**config.mk**
```make
export PLATFORM = sky130hd
export DESIGN_NAME = video_frame_packetizer
export DESIGN_NICKNAME = d
export VERILOG_FILES = /design/src/rtl/vfp_pkg.sv /design/src/rtl/video_frame_packetizer.sv /design/src/rtl/vfp_size_div.sv
export SDC_FILE = /design/constraint.sdc
export NUM_CORES = 1
export LEC_CHECK = 0
export ABC_CLOCK_PERIOD_IN_PS = 5400
export BUFFER_PORTS_ARGS = -buffer_cell sky130_fd_sc_hd__buf_4
export CAP_MARGIN = 20
export CORE_UTILIZATION = 39
export CTS_BUF_LIST = sky130_fd_sc_hd__clkbuf_8
export CTS_CLUSTER_DIAMETER = 30
export DETAILED_ROUTE_END_ITERATION = 6
export MAX_ROUTING_LAYER = met4
export PLACE_DENSITY = 0.6
export SYNTH_ARGS = -nofsm -noshare
export SYNTH_HDL_FRONTEND = slang
export SYNTH_HIERARCHICAL = 1
export SYNTH_SLANG_ARGS = --single-unit
```
**constraint.sdc**
```tcl
create_clock -name clk -period 5.4 [get_ports clk]
set_input_delay 0.54 -clock clk [delete_from_list [all_inputs] [get_ports clk]]
set_output_delay 0.54 -clock clk [all_outputs]
set_load 0.05 [all_outputs]
```
**src/rtl/vfp_pkg.sv**
```systemverilog
// Shared types and constants of the video frame packetizer.
package vfp_pkg;

  localparam int PACKET_BYTES_DEF     = 512;
  localparam int NUM_ALT_SETTINGS_DEF = 2;
  localparam int HEADER_BYTES         = 2;

  localparam logic [15:0] IDLE_INDEX = 16'hffff;

  localparam logic [1:0] MODE_SEL_ALT = 2'd0;
  localparam logic [1:0] MODE_SOF     = 2'd1;
  localparam logic [1:0] MODE_EP_RDY  = 2'd2;

  localparam logic [2:0] ACT_NONE  = 3'd0;
  localparam logic [2:0] ACT_FULL  = 3'd1;
  localparam logic [2:0] ACT_LAST  = 3'd2;
  localparam logic [2:0] ACT_HDR   = 3'd3;
  localparam logic [2:0] ACT_STALL = 3'd4;

  typedef struct packed {
    logic [1:0]  mode;
    logic [7:0]  alt_setting;
    logic        frame_ready;
    logic [15:0] frame_size;
  } vfp_in_t;

  typedef struct packed {
    logic [2:0]  action;
    logic [9:0]  packet_length;
    logic [19:0] payload_offset;
    logic        frame_id;
    logic        take_frame;
    logic        flush_endpoint;
    logic [3:0]  current_alt;
  } vfp_out_t;

  typedef struct packed {
    vfp_in_t     item;
    logic [15:0] count;
    logic [9:0]  final_len;
  } vfp_div_t;

endpackage

```
**src/rtl/video_frame_packetizer.sv**
```systemverilog
// Video frame packetizer top level: event decode, stream state and result register.
//
// Takes one event per cycle at full rate (alternate-setting select, start of
// frame, endpoint ready) while no held result stalls it, and returns exactly
// one result per event, in order. Each event passes through the frame-size
// divider stages (reciprocal multiply, then remainder) and then the stream state
// update that writes the result register. A held result stalls the pipeline
// only once all three stages are full.
module video_frame_packetizer
  import vfp_pkg::*;
#(
  parameter int PACKET_BYTES     = PACKET_BYTES_DEF,
  parameter int NUM_ALT_SETTINGS = NUM_ALT_SETTINGS_DEF
) (
  input  logic     clk,
  input  logic     rst_n,
  input  logic     in_valid,
  output logic     in_ready,
  input  vfp_in_t  in_data,
  output logic     out_valid,
  input  logic     out_ready,
  output vfp_out_t out_data
);

  localparam int PAYLOAD = PACKET_BYTES - HEADER_BYTES;

  typedef enum logic [1:0] {
    PH_IDLE   = 2'd0,
    PH_ARMED  = 2'd1,
    PH_STREAM = 2'd2
  } phase_t;

  logic     dv_valid;
  logic     dv_ready;
  vfp_div_t dv_data;
  logic     fire;

  logic [3:0]  alt_now_r,   alt_now_nxt;
  phase_t      phase_r,     phase_nxt;
  logic        sending_r,   sending_nxt;
  logic [15:0] pkt_idx_r,   pkt_idx_nxt;
  logic        fid_r,       fid_nxt;
  logic [19:0] rd_off_r,    rd_off_nxt;
  logic [15:0] ppf_r,       ppf_nxt;
  logic [9:0]  final_len_r, final_len_nxt;
  logic        out_valid_r;
  vfp_out_t    out_data_r,  out_data_nxt;

  logic [19:0] start;

  vfp_size_div #(
    .PACKET_BYTES(PACKET_BYTES)
  ) u_div (
    .clk      (clk),
    .rst_n    (rst_n),
    .in_valid (in_valid),
    .in_ready (in_ready),
    .in_data  (in_data),
    .out_valid(dv_valid),
    .out_ready(dv_ready),
    .out_data (dv_data)
  );

  assign dv_ready = !out_valid_r || out_ready;
  assign fire     = dv_valid && dv_ready;

  always_comb begin
    alt_now_nxt   = alt_now_r;
    phase_nxt     = phase_r;
    sending_nxt   = sending_r;
    pkt_idx_nxt   = pkt_idx_r;
    fid_nxt       = fid_r;
    rd_off_nxt    = rd_off_r;
    ppf_nxt       = ppf_r;
    final_len_nxt = final_len_r;
    start         = rd_off_r;
    out_data_nxt  = '0;

    case (dv_data.item.mode)
      MODE_SEL_ALT: begin
        if (16'(dv_data.item.alt_setting) < 16'(NUM_ALT_SETTINGS)) begin
          alt_now_nxt = dv_data.item.alt_setting[3:0];
          if (dv_data.item.alt_setting[3:0] == 4'd1) begin
            phase_nxt = PH_ARMED;
          end else begin
            phase_nxt                   = PH_IDLE;
            out_data_nxt.flush_endpoint = 1'b1;
          end
        end else begin
          out_data_nxt.action = ACT_STALL;
        end
      end
      MODE_SOF: begin
        if (phase_r == PH_ARMED) begin
          out_data_nxt.action        = ACT_HDR;
          out_data_nxt.packet_length = 10'(HEADER_BYTES);
          phase_nxt                  = PH_STREAM;
        end
      end
      MODE_EP_RDY: begin
        if (sending_r) begin
          pkt_idx_nxt = pkt_idx_r + 16'd1;
        end
        if (!sending_r && dv_data.item.frame_ready) begin
          sending_nxt             = 1'b1;
          out_data_nxt.take_frame = 1'b1;
          pkt_idx_nxt             = 16'd0;
          fid_nxt                 = !fid_r;
          ppf_nxt                 = dv_data.count;
          final_len_nxt           = dv_data.final_len;
          start                   = '0;
        end
        rd_off_nxt = start + 20'(PAYLOAD);
        if (phase_r == PH_STREAM) begin
          if (pkt_idx_nxt < ppf_nxt - 16'd1) begin
            out_data_nxt.action         = ACT_FULL;
            out_data_nxt.packet_length  = 10'(PACKET_BYTES);
            out_data_nxt.payload_offset = start;
          end else if (sending_nxt) begin
            out_data_nxt.action         = ACT_LAST;
            out_data_nxt.packet_length  = final_len_nxt;
            out_data_nxt.payload_offset = start;
            sending_nxt                 = 1'b0;
            rd_off_nxt                  = '0;
          end else begin
            out_data_nxt.action        = ACT_HDR;
            out_data_nxt.packet_length = 10'(HEADER_BYTES);
            rd_off_nxt                 = '0;
          end
        end else begin
          pkt_idx_nxt = IDLE_INDEX;
        end
      end
      default: begin
      end
    endcase

    out_data_nxt.frame_id    = fid_nxt;
    out_data_nxt.current_alt = alt_now_nxt;
  end

  always_ff @(posedge clk) begin
    if (!rst_n) begin
      alt_now_r   <= '0;
      phase_r     <= PH_IDLE;
      sending_r   <= 1'b0;
      pkt_idx_r   <= IDLE_INDEX;
      fid_r       <= 1'b0;
      rd_off_r    <= '0;
      ppf_r       <= 16'd1;
      final_len_r <= '0;
      out_valid_r <= 1'b0;
    end else begin
      if (fire) begin
        alt_now_r   <= alt_now_nxt;
        phase_r     <= phase_nxt;
        sending_r   <= sending_nxt;
        pkt_idx_r   <= pkt_idx_nxt;
        fid_r       <= fid_nxt;
        rd_off_r    <= rd_off_nxt;
        ppf_r       <= ppf_nxt;
        final_len_r <= final_len_nxt;
        out_data_r  <= out_data_nxt;
        out_valid_r <= 1'b1;
      end else if (out_ready) begin
        out_valid_r <= 1'b0;
      end
    end
  end

  assign out_valid = out_valid_r;
  assign out_data  = out_data_r;

  a_take_flush_excl: assert property (@(posedge clk) disable iff (!rst_n)
    out_valid_r |-> !(out_data_r.take_frame && out_data_r.flush_endpoint))
    else $error("take_frame and flush_endpoint in one transaction");

  a_len_zero: assert property (@(posedge clk) disable iff (!rst_n)
    out_valid_r && (out_data_r.action == ACT_NONE || out_data_r.action == ACT_STALL)
      |-> out_data_r.packet_length == 10'd0)
    else $error("nonzero length with no packet sent");

  a_last_ends_frame: assert property (@(posedge clk) disable iff (!rst_n)
    fire && out_data_nxt.action == ACT_LAST |=> !sending_r && rd_off_r == 20'd0)
    else $error("frame still in flight after last packet");

  a_take_starts_frame: assert property (@(posedge clk) disable iff (!rst_n)
    fire && out_data_nxt.take_frame && out_data_nxt.action != ACT_LAST
      |=> sending_r && fid_r != $past(fid_r))
    else $error("buffer swap without a new frame");

endmodule

```
**src/rtl/vfp_size_div.sv**
```systemverilog
// Two-stage frame-size divider: packet count and last packet length per event.
module vfp_size_div
  import vfp_pkg::*;
#(
  parameter int PACKET_BYTES = PACKET_BYTES_DEF
) (
  input  logic     clk,
  input  logic     rst_n,
  input  logic     in_valid,
  output logic     in_ready,
  input  vfp_in_t  in_data,
  output logic     out_valid,
  input  logic     out_ready,
  output vfp_div_t out_data
);

  localparam int PAYLOAD   = PACKET_BYTES - HEADER_BYTES;
  localparam int DIV_SHIFT = 16 + $clog2(PAYLOAD);
  localparam logic [16:0] RECIP =
    17'(((64'd1 << DIV_SHIFT) + 64'(PAYLOAD) - 64'd1) / 64'(PAYLOAD));

  logic        s1_valid_r;
  vfp_in_t     s1_item_r;
  logic [15:0] s1_q_r;
  logic        s2_valid_r;
  vfp_div_t    s2_data_r;

  logic        s2_free;
  logic        s1_free;
  logic [32:0] prod;
  logic [15:0] q_nxt;
  logic [15:0] qd;
  logic [9:0]  rem;
  logic        sat;
  logic [15:0] count_nxt;
  logic [9:0]  final_nxt;

  assign s2_free  = !s2_valid_r || out_ready;
  assign s1_free  = !s1_valid_r || s2_free;
  assign in_ready = s1_free;

  assign prod  = 33'(in_data.frame_size) * 33'(RECIP);
  assign q_nxt = 16'(prod >> DIV_SHIFT);

  assign qd        = s1_q_r * 16'(PAYLOAD);
  assign rem       = 10'(s1_item_r.frame_size - qd);
  assign sat       = (s1_q_r == IDLE_INDEX);
  assign count_nxt = sat ? IDLE_INDEX : s1_q_r + 16'd1;
  assign final_nxt = 10'({1'b0, rem} + (sat ? 11'(PAYLOAD) : 11'd0) + 11'(HEADER_BYTES));

  always_ff @(posedge clk) begin
    if (!rst_n) begin
      s1_valid_r <= 1'b0;
      s2_valid_r <= 1'b0;
    end else begin
      if (s1_free) begin
        s1_valid_r <= in_valid;
        s1_item_r  <= in_data;
        s1_q_r     <= q_nxt;
      end
      if (s2_free) begin
        s2_valid_r          <= s1_valid_r;
        s2_data_r.item      <= s1_item_r;
        s2_data_r.count     <= count_nxt;
        s2_data_r.final_len <= final_nxt;
      end
    end
  end

  assign out_valid = s2_valid_r;
  assign out_data  = s2_data_r;

endmodule

```
==> key figures, run 1 <==
Outcome
  – Status: complete, but fails checks
  – Failing checks: design-rule violations

Clocking
  – CTS max path bufs: 2
  – Reg clk slew, reported paths: 0.09 ns
  – Post-CTS Hold Buffers: 0
  – Clk Latency, worst-skew pair: around 0.47 ns
  – Resized cells post-CTS: 0
  – TritonCTS clock tree: built
  – CTS H-tree lvls: 4
  – CTS Sinks: 172
  – Inserted Clock Buffers: 17
  – Post-CTS Setup Inserts: 0
  – Root buffer cell: clkbuf_8

Power
  – Pwr Density: around 360 nW/µm²
  – Pwr Total: 4.28 mW
  – Peak supply drop: about 410 µV
  – Pleak: just under 5 nW

Timing
  – Measured slew at the worst slew-check pin: ~0.99 ns
  – Fmax: between 200 and 250 MHz
  – Clock Skew: 0.0194 ns
  – Fin. Hold Viols: 0
  – Slew Limit Headroom: between 30% and 40%
  – Pins Over Slew Limit: 0
  – Total negative slack: 0 ns
  – Worst hold margin: 0.245 ns
  – RSZ-0062 raised after global routing: no
  – Final period util: about 89%
  – Post-route minimum period: roughly 4.8 ns
  – Final setup fails: 0

Die
  – Die X: ~170 µm
  – Core area: 26200 µm²
  – FP Rows: 59
  – Initial core utilization: between 30% and 40%
  – Io pins: 73
  – Die H: 166 µm
  – Die ar.: 27500 µm²

Layout
  – # diodes: 0
  – Sequential cell area: around 4400 µm²
  – Filler Cells Inserted: roughly 2.5k
  – Layout Cells excl Fill: around 1.5k
  – Area Overhead vs Synth: 13.0%
  – Nets: approximately 1.3k
  – Area of the multi-input gates: between 5000 and 6000 µm²
  – Layout cells sized above 1: between 10% and 20%
  – Core Util, Final: between 40% and 50%

Critical path
  – Flop-to-flop setup slack: just over 0.6 ns
  – Critical Path AT: roughly 5 ns
  – Worst R2R Start: u_div/s1_q_r[0]
  – Worst r2r dst: u_div/out_data[9]
  – Crit path max fanout: 8
  – Critical path data required time: approximately 5.6 ns
  – Critical Path Source Type: flip-flop
  – CP Capture Type: flip-flop
  – Kind of critical path: flip-flop to flip-flop
  – R2r worst-path depth: 19

Routing
  – DRC viols: 13
  – Post-DRT Antenna Nets: 0
  – Drt total wl: approximately 22 mm
  – Vias/cell: around 5.2
  – Top routing layer used: met4
  – Drt initial violations: around 440
  – Routed wl met3: roughly 540 µm
  – Routed WL per cell: about 15 µm
  – WL met1: around 10 mm
  – Routed wl met2: approximately 11 mm
  – DR pass1 iterations: 7
  – Vias: 7624

Placement
  – Placed cell count: 1431
  – Hpwl dp: ~16 mm
  – Number of I/O port buffers: between 70 and 80
  – Placer Congestion: between 0.8 and 0.9

Global route
  – Largest net degree at the start of global routing: 50
  – First-pass GRT wire length: approximately 37 mm
  – GRT overflow: 0
  – Vias in the first global route: approximately 7.3k
  – Global-route usage over all layers: 17.0%
  – Antenna violations before repair: 0

Worst hold path
  – Hold worst-path end: u_div/s1_item_r[22]
  – Hold Path Depth: 1
  – Hold Crit Start: in_data[22]
  – Min-Delay Path Class: input port to flip-flop

Run
  – Max-cap violation count: 0

Yosys
  – Yosys warns: 6
  – Post-Syn Area per Cell: ~10 µm²
  – Post-Syn Area: around 10000 µm²
  – Gate Count Post-Synth: between 1k and 1.5k
-- how the worst max path moves through the flow --
| stage | start | end | slack, ns | cells past startpoint |
|---|---|---|---|---|
| floorplan | u_div/s1_q_r[2] | u_div/out_data[9] | 0.86 | 15 |
| finish | u_div/s1_q_r[0] | u_div/out_data[9] | 0.61 | 19 |
| CTS | u_div/s1_q_r[0] | u_div/out_data[9] | 0.57 | 19 |
| global placement | u_div/s1_q_r[0] | u_div/out_data[9] | 0.67 | 19 |
| global route | u_div/s1_q_r[0] | u_div/out_data[9] | 0.31 | 19 |
| detailed placement | u_div/s1_q_r[0] | u_div/out_data[9] | 0.60 | 19 |
-- placed cells by master, fill, tap and decap left out, types with 10 or more instances in the layout --
cell type / n
nand4_1: 20
o21ai_0: 21
xnor2_1: 34
and2_1: 22
xor2_1: 23
and3_1: 11
a21oi_2: 11
clkbuf_8: 19
nor3_1: 27
dfxtp_1: 73
a21o_1: 10
ha_1: 118
edfxtp_1: 99
a21oi_1: 63
nand3_1: 37
buf_4: 88
nand2_1: 126
mux2i_1: 20
fa_1: 18
o22ai_1: 13
inv_1: 65
nor2_1: 70
-- sequential cells by signal (all words and copies together) (netlist names), named ones only --
| name | cells |
|---|---|
| u_div/s1_q_r | 8 |
| u_div/out_valid | 1 |
| u_div/out_data | 30 |
| alt_now_r | 4 |
| out_data | 40 |
| phase_r | 2 |
| sending_r | 1 |
| ppf_r | 15 |
| rd_off_r | 20 |
| out_valid | 1 |
| fid_r | 1 |
| u_div/s1_item_r | 21 |
| u_div/s1_valid_r | 1 |
| pkt_idx_r | 16 |
| final_len_r | 10 |
-- worst max-delay path, stage by stage, from the launching register on --
cell and delay (ns):
edfxtp_1 0.53, ha_1 0.37, inv_1 0.09, fa_1 0.48, inv_1 0.04, ha_1 0.27, inv_1 0.05, fa_1 0.58
inv_1 0.06, ha_1 0.29, a21oi_1 0.14, nor2b_1 0.06, or3_1 0.30, nand2_1 0.07, ha_1 0.23, ha_1 0.32
or2_2 0.30, a21o_1 0.19, o41ai_1 0.08, xnor2_1 0.10
-- layout make-up --
class,count,area share [%]
inverter,64,2.03
clock inverter,13,1.68
sequential,172,37.4
clock buffer,19,2.21
timing repair buffer,89,5.75
tap,335,3.54
multi-input combinational,772,47.4
-- where the power goes --
part	switching, mW	total [mW]	leakage, nW	internal (mW)
registers	0.0538	1.59	1.55	1.53
clock network	0.510	1.05	0.237	0.542
logic	0.846	1.64	3.11	0.789
total	1.41	4.28	4.90	2.86
-- stage by stage --
step / setup slack [ns] / cell area (µm²)
after floorplan: 0.859 / 10500
after global placement: 0.670 / 11400
after detailed placement: 0.601 / 11400
after CTS: 0.573 / 11800
after global routing: 0.313 / 11800
final: 0.609 / 11800
-- routing by layer --
layer	vias to the layer above	global-route usage, %
met2	118	29.3
met4	0	3.54
met5	-	-
met3	12	2.79
li1	3869	-
met1	3625	21.0
Note: power is estimated with default switching activity, not from simulation.
==> run 2, diff against run 1 <==
ABC_AREA = 1   (was not set)
==> run 2 against run 1 <==
The run now ends clean. Global-route usage rose by 0.66 points. Total power grew 12%. Design area up 7.0%. Via count grew 17%. Synthesized area grew 8.2%. Combinational power up 37%. Register-to-register slack lost 0.04 ns. Sequential share of layout area down 2.5 points. Count of clock-buffer cells in the layout shrank 2. Non-clock buffer count decreased by 10. Clock power down 8%. Critical path type unchanged. Critical endpoint unchanged. Largest cell class unchanged.
==> key figures, run 2 <==
Outcome
  – Status: finished, final reports clean (was complete, but fails checks)

Yosys
  – Yosys warns: 6 (unchanged)
  – Post-Syn Area per Cell: 8.19 µm² (was 9.99 µm²)
  – Post-Syn Area: 11300 µm² (was 10500 µm²)
  – Gate Count Post-Synth: 1385 (was 1049)

Power
  – Sw Ratio: 41.7% (was 33.0%)
  – Pwr Density: 379 nW/µm² (was 361 nW/µm²)
  – Pleak: 5.86 nW (was 4.90 nW)
  – Peak supply drop: 351 µV (was 410 µV)
  – Sw power: 2.00 mW (was 1.41 mW)
  – Internal: 2.80 mW (was 2.86 mW)
  – Gate power share: 46.7% (was 38.3%)
  – Sequential power share: 33.1% (was 37.1%)
  – Clock share of power: 20.2% (was 24.6%)

Die
  – Initial core utilization: 39.6% (was 40.0%)
  – FP Rows: 62 (was 59)
  – Io pins: 73 (unchanged)
  – Die ar.: 29800 µm² (was 27500 µm²)
  – Core area: 28600 µm² (was 26200 µm²)
  – Die X: 173 µm (was 166 µm)
  – Die H: 173 µm (was 166 µm)

Timing
  – Fin. Hold Viols: 0 (unchanged)
  – RSZ-0062 raised after global routing: no (unchanged)
  – Slew Limit Headroom: 54.7% (was 33.7%)
  – Post-route minimum period: 4.83 ns (was 4.79 ns)
  – Total negative slack: 0 ns (unchanged)
  – Fmax: 207 MHz (was 209 MHz)
  – Clock Skew: 0.0307 ns (was 0.0194 ns)
  – Setup ws final: 0.571 ns (was 0.609 ns)
  – Final setup fails: 0 (unchanged)
  – Final period util: 89.4% (was 88.7%)
  – Measured slew at the worst slew-check pin: 0.678 ns (was 0.993 ns)
  – Pins Over Slew Limit: 0 (unchanged)

Routing
  – Drt total wl: 24.8 mm (was 22.4 mm)
  – DRC viols: 0 (was 13)
  – Vias/cell: 4.85 (was 5.21)
  – Drt initial violations: 525 (was 438)
  – DR pass1 iterations: 5 (was 7)
  – Routed WL per cell: 13.4 µm (was 15.3 µm)
  – Vias: 8946 (was 7624)
  – Post-DRT Antenna Nets: 0 (unchanged)

Critical path
  – CP Capture Type: flip-flop (unchanged)
  – Worst R2R Start: u_div/s1_q_r[3] (was u_div/s1_q_r[0])
  – CP Cell Sequence: inv_1, fa_1, inv_1, fa_1, inv_1, fa_1, fa_1, inv_1, ha_1, xnor2_1, ha_1, ha_1, a21oi_1, o31ai_1, a21oi_1, inv_1, nand3_1, nand2_1 (was ha_1, inv_1, fa_1, inv_1, ha_1, inv_1, fa_1, inv_1, ha_1, a21oi_1, nor2b_1, or3_1, nand2_1, ha_1, ha_1, or2_2, a21o_1, o41ai_1, xnor2_1)
  – Kind of critical path: flip-flop to flip-flop (unchanged)
  – Crit-path slowest cell: fa_1 (unchanged)
  – Worst path max stage delay: 0.56 ns (was 0.58 ns)
  – Critical path origin: u_div/s1_q_r[3] (was u_div/s1_q_r[0])
  – Critical Path AT: 5.06 ns (was 4.99 ns)
  – Critical path data required time: 5.63 ns (was 5.60 ns)
  – Most used cell, CP: inv_1 (was ha_1)
  – Crit path max fanout: 5 (was 8)
  – Critical Path Source Type: flip-flop (unchanged)

Clocking
  – Clk Latency, worst-skew pair: 0.48 ns (was 0.47 ns)
  – Resized cells post-CTS: 0 (unchanged)
  – CTS Sinks: 172 (unchanged)
  – Inserted Clock Buffers: 17 (unchanged)
  – Root buffer cell: clkbuf_8 (unchanged)
  – Reg clk slew, reported paths: 0.12 ns (was 0.09 ns)
  – CTS H-tree lvls: 4 (unchanged)
  – Post-CTS Hold Buffers: 0 (unchanged)
  – TritonCTS clock tree: built (unchanged)
  – CTS max path bufs: 2 (unchanged)
  – Post-CTS Setup Inserts: 0 (unchanged)

Run
  – Max-cap violation count: 0 (unchanged)

Global route
  – Global-route usage over all layers: 17.7% (was 17.0%)
  – GRT busiest layer: met2 (unchanged)
  – Vias in the first global route: 8540 (was 7322)
  – Antenna violations before repair: 0 (unchanged)
  – Met2 usage: 30.2% (was 29.3%)
  – Met1 Usage GRT: 21.7% (was 21.0%)
  – Met3 Use GR: 2.46% (was 2.79%)
  – GRT overflow: 0 (unchanged)
  – First-pass GRT wire length: 41.7 mm (was 36.6 mm)
  – Largest net degree at the start of global routing: 60 (was 50)

Placement
  – Hpwl dp: 18.7 mm (was 16.2 mm)
  – Placer Congestion: 0.911 (was 0.866)
  – Worst slack, placed: 0.551 ns (was 0.601 ns)
  – Number of I/O port buffers: 72 (unchanged)

Layout
  – Area Overhead vs Synth: 11.7% (was 13.0%)
  – Most frequent cells in the layout: nand2_1 (309), inv_1 (202), ha_1 (118) (was nand2_1 (126), ha_1 (118), edfxtp_1 (99))
  – Filler Cells Inserted: 2826 (was 2493)
  – Number of flip-flops in the largest register: 40 (unchanged)
  – Layout cells sized above 1: 12.7% (was 13.6%)
  – Most common cell after layout, fill and taps aside: nand2_1 (unchanged)
  – # diodes: 0 (unchanged)
  – Nets: 1616 (was 1283)

Worst hold path
  – Hold Crit Start: in_data[17] (was in_data[22])
  – Min-Delay Path Class: input port to flip-flop (unchanged)
==> run 2: final timing paths <==
| path | slack, ns | to | cells after the start |
|---|---|---|---|
| hold / removal | 0.23 | u_div/s1_item_r[17] | 1 |
| setup reg to reg | 0.57 | u_div/out_data[9] | 18 |
| setup / recovery | 0.57 | u_div/out_data[9] | 18 |
| hold reg to reg | 0.43 | u_div/out_data[45] | 0 |
==> run 2: final cells by class <==
cell class              count  area, µm²  area share [%]
inverters                 218        828            6.54
clock inverters            15        206            1.63
repair buffers             79        606            4.78
flip-flops and latches    172       4430            35.0
clock buffers              17        234            1.85
multi-input cells         961       5890            46.4
well taps                 384        480            3.79
==> run 2: metal layers <==
layer	part of all wire, %	wire (µm)
met4	1.7	416
met2	49	12200
met5	0	0
met1	46	11500
met3	2.8	705
==> run 2: worst max-delay path: cells and delay by family, from the launching register on <==
family | cells | cell delay (ns)
buffers and inverters | 5 | 0.37
XOR/XNOR | 1 | 0.17
adder cells (fa/ha/maj) | 7 | 2.99
flip-flops | 1 | 0.49
AND/OR/NAND/NOR | 2 | 0.13
AO/OA/AOI/OAI | 3 | 0.44
==> run 2: through the flow <==
stage / power, mW / utilization [%] / cell area, µm² / instances / hold WS (ns)
2_1_floorplan: 3.44 / - / 11400 / 1391 / 0.400
3_3_place_gp: 3.83 / 42.7 / 12200 / 1813 / 0.403
3_5_place_dp: 3.87 / 42.7 / 12200 / 1813 / 0.406
4_1_cts: 4.86 / 44.2 / 12700 / 1845 / 0.196
5_1_grt: 5.26 / 44.3 / 12700 / 1846 / 0.200
6_report: 4.80 / 44.3 / 12700 / 1846 / 0.229
==> run 2: power by group through the flow <==
stage	clock [mW]	combinational (mW)	sequential, mW
after global routing	1.05	2.61	1.60
after global placement	0	2.21	1.62
after detailed placement	0	2.25	1.62
after floorplan	0	1.82	1.62
after CTS	1.00	2.27	1.59
final	0.971	2.24	1.59
==> run 3, diff against run 2 <==
--- a/config.mk
+++ b/config.mk
@@ -20,2 +20,3 @@
 export SYNTH_HIERARCHICAL = 1
 export SYNTH_SLANG_ARGS = --single-unit
+export TNS_END_PERCENT = 20
==> constraint.sdc (replaced) <==
create_clock -name clk -period 5.4 [get_ports clk]
set_input_delay 0.27 -clock clk [delete_from_list [all_inputs] [get_ports clk]]
set_output_delay 0.27 -clock clk [all_outputs]
set_load 0.05 [all_outputs]
==> run 3 against run 2 <==
First-iteration DRC count increased by 4.6%. Die area did not move. Non-clock buffer count up 12. Count of clock-buffer cells in the layout did not move. Clock skew down 0.0062 ns. Maximum frequency up 0.48%. Total power shrank 1.7%. Clock power shrank 8.3%. Hold slack worse by 0.20 ns. Worst setup slack better by 0.023 ns. Combinational power is essentially flat. Largest cell class unchanged. Largest power group unchanged. Highest routed layer unchanged.
==> key figures, run 3 (synthesis results as in run 2) <==
Critical path
  – Crit path max fanout: 5 (unchanged)
  – Largest delay share family, worst path: adder cells (unchanged)
  – Worst r2r dst: u_div/out_data[9] (unchanged)
  – Crit-path slowest cell: fa_1 (unchanged)
  – Critical Path AT: 5.02 ns (was 5.06 ns)
  – Critical Path Source Type: flip-flop (unchanged)
  – Worst path max stage delay: 0.56 ns (about the same)
  – Worst R2R Start: u_div/s1_q_r[3] (unchanged)
  – Critical path origin: u_div/s1_q_r[3] (unchanged)
  – WP depth: 18 (unchanged)
  – CP bufs+invs: 5 (unchanged)
  – Kind of critical path: flip-flop to flip-flop (unchanged)
  – Most used cell, CP: inv_1 (unchanged)
  – CP Cell Sequence: inv_1, fa_1, inv_1, fa_1, inv_1, fa_1, fa_1, inv_1, ha_1, xnor2_1, ha_1, ha_1, a21oi_1, o31ai_1, a21oi_1, inv_1, nand3_1, nand2_1 (unchanged)
  – Critical path data required time: 5.61 ns (was 5.63 ns)
  – Critical Path Sink: u_div/out_data[9] (unchanged)
  – R2r worst-path depth: 18 (unchanged)
  – Flop-to-flop setup slack: 0.59 ns (was 0.57 ns)
  – CP Capture Type: flip-flop (unchanged)

Layout
  – Most common cell after layout, fill and taps aside: nand2_1 (unchanged)
  – Filler Cells Inserted: 2797 (was 2826)
  – Layout cells sized above 1: 12.7% (about the same)
  – Most frequent cells in the layout: nand2_1 (309), inv_1 (202), ha_1 (118) (unchanged)
  – Area of the multi-input gates: 5890 µm² (unchanged)
  – Nets: 1628 (was 1616)
  – Number of flip-flops in the largest register: 40 (unchanged)
  – Sequential cell area: 4430 µm² (unchanged)
  – Final instance area: 12800 µm² (was 12700 µm²)
  – Layout Cells excl Fill: 1858 (was 1846)
  – # diodes: 0 (unchanged)
  – Area Overhead vs Synth: 12.4% (was 11.7%)

Timing
  – Clock Skew: 0.0245 ns (was 0.0307 ns)
  – Fmax: 208 MHz (was 207 MHz)
  – RSZ-0062 raised after global routing: no (unchanged)
  – Total negative slack: 0 ns (unchanged)
  – Measured slew at the worst slew-check pin: 0.659 ns (was 0.678 ns)
  – Fin. Hold Viols: 0 (unchanged)
  – Post-route minimum period: 4.81 ns (was 4.83 ns)
  – Pins Over Slew Limit: 0 (unchanged)
  – Final period util: 89.0% (was 89.4%)
  – Final setup fails: 0 (unchanged)
  – Setup ws final: 0.594 ns (was 0.571 ns)
  – Slew Limit Headroom: 55.6% (was 54.7%)

Power
  – Sw Ratio: 41.1% (was 41.7%)
  – Pleak: 5.89 nW (was 5.86 nW)
  – Internal: 2.78 mW (was 2.80 mW)
  – Pwr Density: 370 nW/µm² (was 379 nW/µm²)
  – Gate power share: 47.5% (was 46.7%)
  – Pwr Total: 4.72 mW (was 4.80 mW)
  – Clock share of power: 18.8% (was 20.2%)
  – Sequential power share: 33.6% (was 33.1%)
  – Peak supply drop: 358 µV (was 351 µV)
  – Sw power: 1.94 mW (was 2.00 mW)

Die
  – Initial core utilization: 39.6% (unchanged)
  – FP Rows: 62 (unchanged)
  – Die X: 173 µm (unchanged)
  – Io pins: 73 (unchanged)
  – Die H: 173 µm (unchanged)
  – Die ar.: 29800 µm² (unchanged)
  – Core area: 28600 µm² (unchanged)

Routing
  – Drt initial violations: 549 (was 525)
  – Drt total wl: 25.0 mm (was 24.8 mm)
  – Vias/cell: 4.83 (was 4.85)
  – Post-DRT Antenna Nets: 0 (unchanged)
  – Routed WL per cell: 13.4 µm (about the same)
  – Vias: 8968 (was 8946)
  – DR pass1 iterations: 6 (was 5)
  – DRC viols: 0 (unchanged)

Global route
  – Global-route usage over all layers: 17.7% (about the same)
  – Antenna violations before repair: 0 (unchanged)
  – Largest net degree at the start of global routing: 53 (was 60)
  – First-pass GRT wire length: 41.8 mm (was 41.7 mm)
  – GRT overflow: 0 (unchanged)
  – Vias in the first global route: 8795 (was 8540)

Placement
  – Worst slack, placed: 0.560 ns (was 0.551 ns)
  – Placed Instance Area: 12200 µm² (about the same)
  – Placer Congestion: 0.913 (was 0.911)
  – Number of I/O port buffers: 72 (unchanged)
  – Hpwl dp: 19.0 mm (was 18.7 mm)
  – Placed cell count: 1814 (was 1813)

Clocking
  – CTS Sinks: 172 (unchanged)
  – TritonCTS clock tree: built (unchanged)
  – Reg clk slew, reported paths: 0.10 ns (was 0.12 ns)
  – Inserted Clock Buffers: 17 (unchanged)
  – Post-CTS Hold Buffers: 11 (was 0)
  – CTS max path bufs: 2 (unchanged)
  – CTS H-tree lvls: 4 (unchanged)
  – Resized cells post-CTS: 0 (unchanged)
  – Root buffer cell: clkbuf_8 (unchanged)
  – Clk Latency, worst-skew pair: 0.46 ns (was 0.48 ns)
  – Post-CTS Setup Inserts: 0 (unchanged)

Worst hold path
  – Hold Crit Start: in_data[1] (was in_data[17])
  – Min-Delay Path Class: input port to flip-flop (unchanged)

Outcome
  – Status: finished, final reports clean (unchanged)

Run
  – Max-cap violation count: 0 (unchanged)
-- run 3: changes by cell type in the layout (fill, tap and decap cells not counted) --
cell / delta
buf_4: +1
dlygate4sd3_1: +11
clkinvlp_4: +1
clkinv_8: -1
inv_12: -3
clkinv_2: +2
inv_8: -1
clkinv_4: +3
inv_6: -1
-- run 3: layout make-up --
type                       instances  area share, %
sequential                       172           34.8
multi-input combinational        961           46.2
tap                              384           3.77
clock inverter                    15           1.30
clock buffer                      17           1.83
inverter                         218           6.50
timing repair buffer              91           5.67
-- run 3: power by group through the flow --
| stage | sequential (mW) | combinational, mW | clock (mW) |
|---|---|---|---|
| floorplan | 1.62 | 1.82 | 0 |
| global placement | 1.62 | 2.22 | 0 |
| detailed placement | 1.62 | 2.26 | 0 |
| CTS | 1.59 | 2.28 | 0.920 |
| global route | 1.60 | 2.62 | 0.965 |
| finish | 1.59 | 2.24 | 0.890 |
-- run 3: worst register-to-register path, delay by kind of cell, from the launching register on --
family / cells / cell delay, ns
xor+xnor: 1 / 0.17
buf+inv: 5 / 0.37
simple gates: 2 / 0.13
compound gates: 3 / 0.41
flops: 1 / 0.48
fa+ha+maj: 7 / 2.98
-- run 3: worst min-delay path by stage --
stage          cells after the start                 end  slack [ns]
6_report                           1  u_div/s1_item_r[1]        0.03
5_1_grt                            1  u_div/s1_item_r[1]       0.008
4_1_cts                            1  u_div/s1_item_r[1]       0.002
3_5_place_dp                       0  u_div/out_data[42]        0.40
3_3_place_gp                       0  u_div/out_data[42]        0.40
2_1_floorplan                      0  u_div/s1_item_r[0]        0.37
-- run 3: layer usage --
metal,track usage [%],wire [µm],share of wire (%)
met5,-,0,0
met1,21.3,11400,46
met2,30.9,12300,49
met3,2.07,875,3.5
met4,5.13,455,1.8
-- run 3: metrics by stage --
| step | hold WS (ns) | utilization [%] |
|---|---|---|
| floorplan | 0.369 | - |
| global placement | 0.403 | 42.7 |
| detailed placement | 0.405 | 42.7 |
| CTS | 0.00225 | 44.5 |
| global route | 0.00834 | 44.5 |
| finish | 0.0332 | 44.5 |
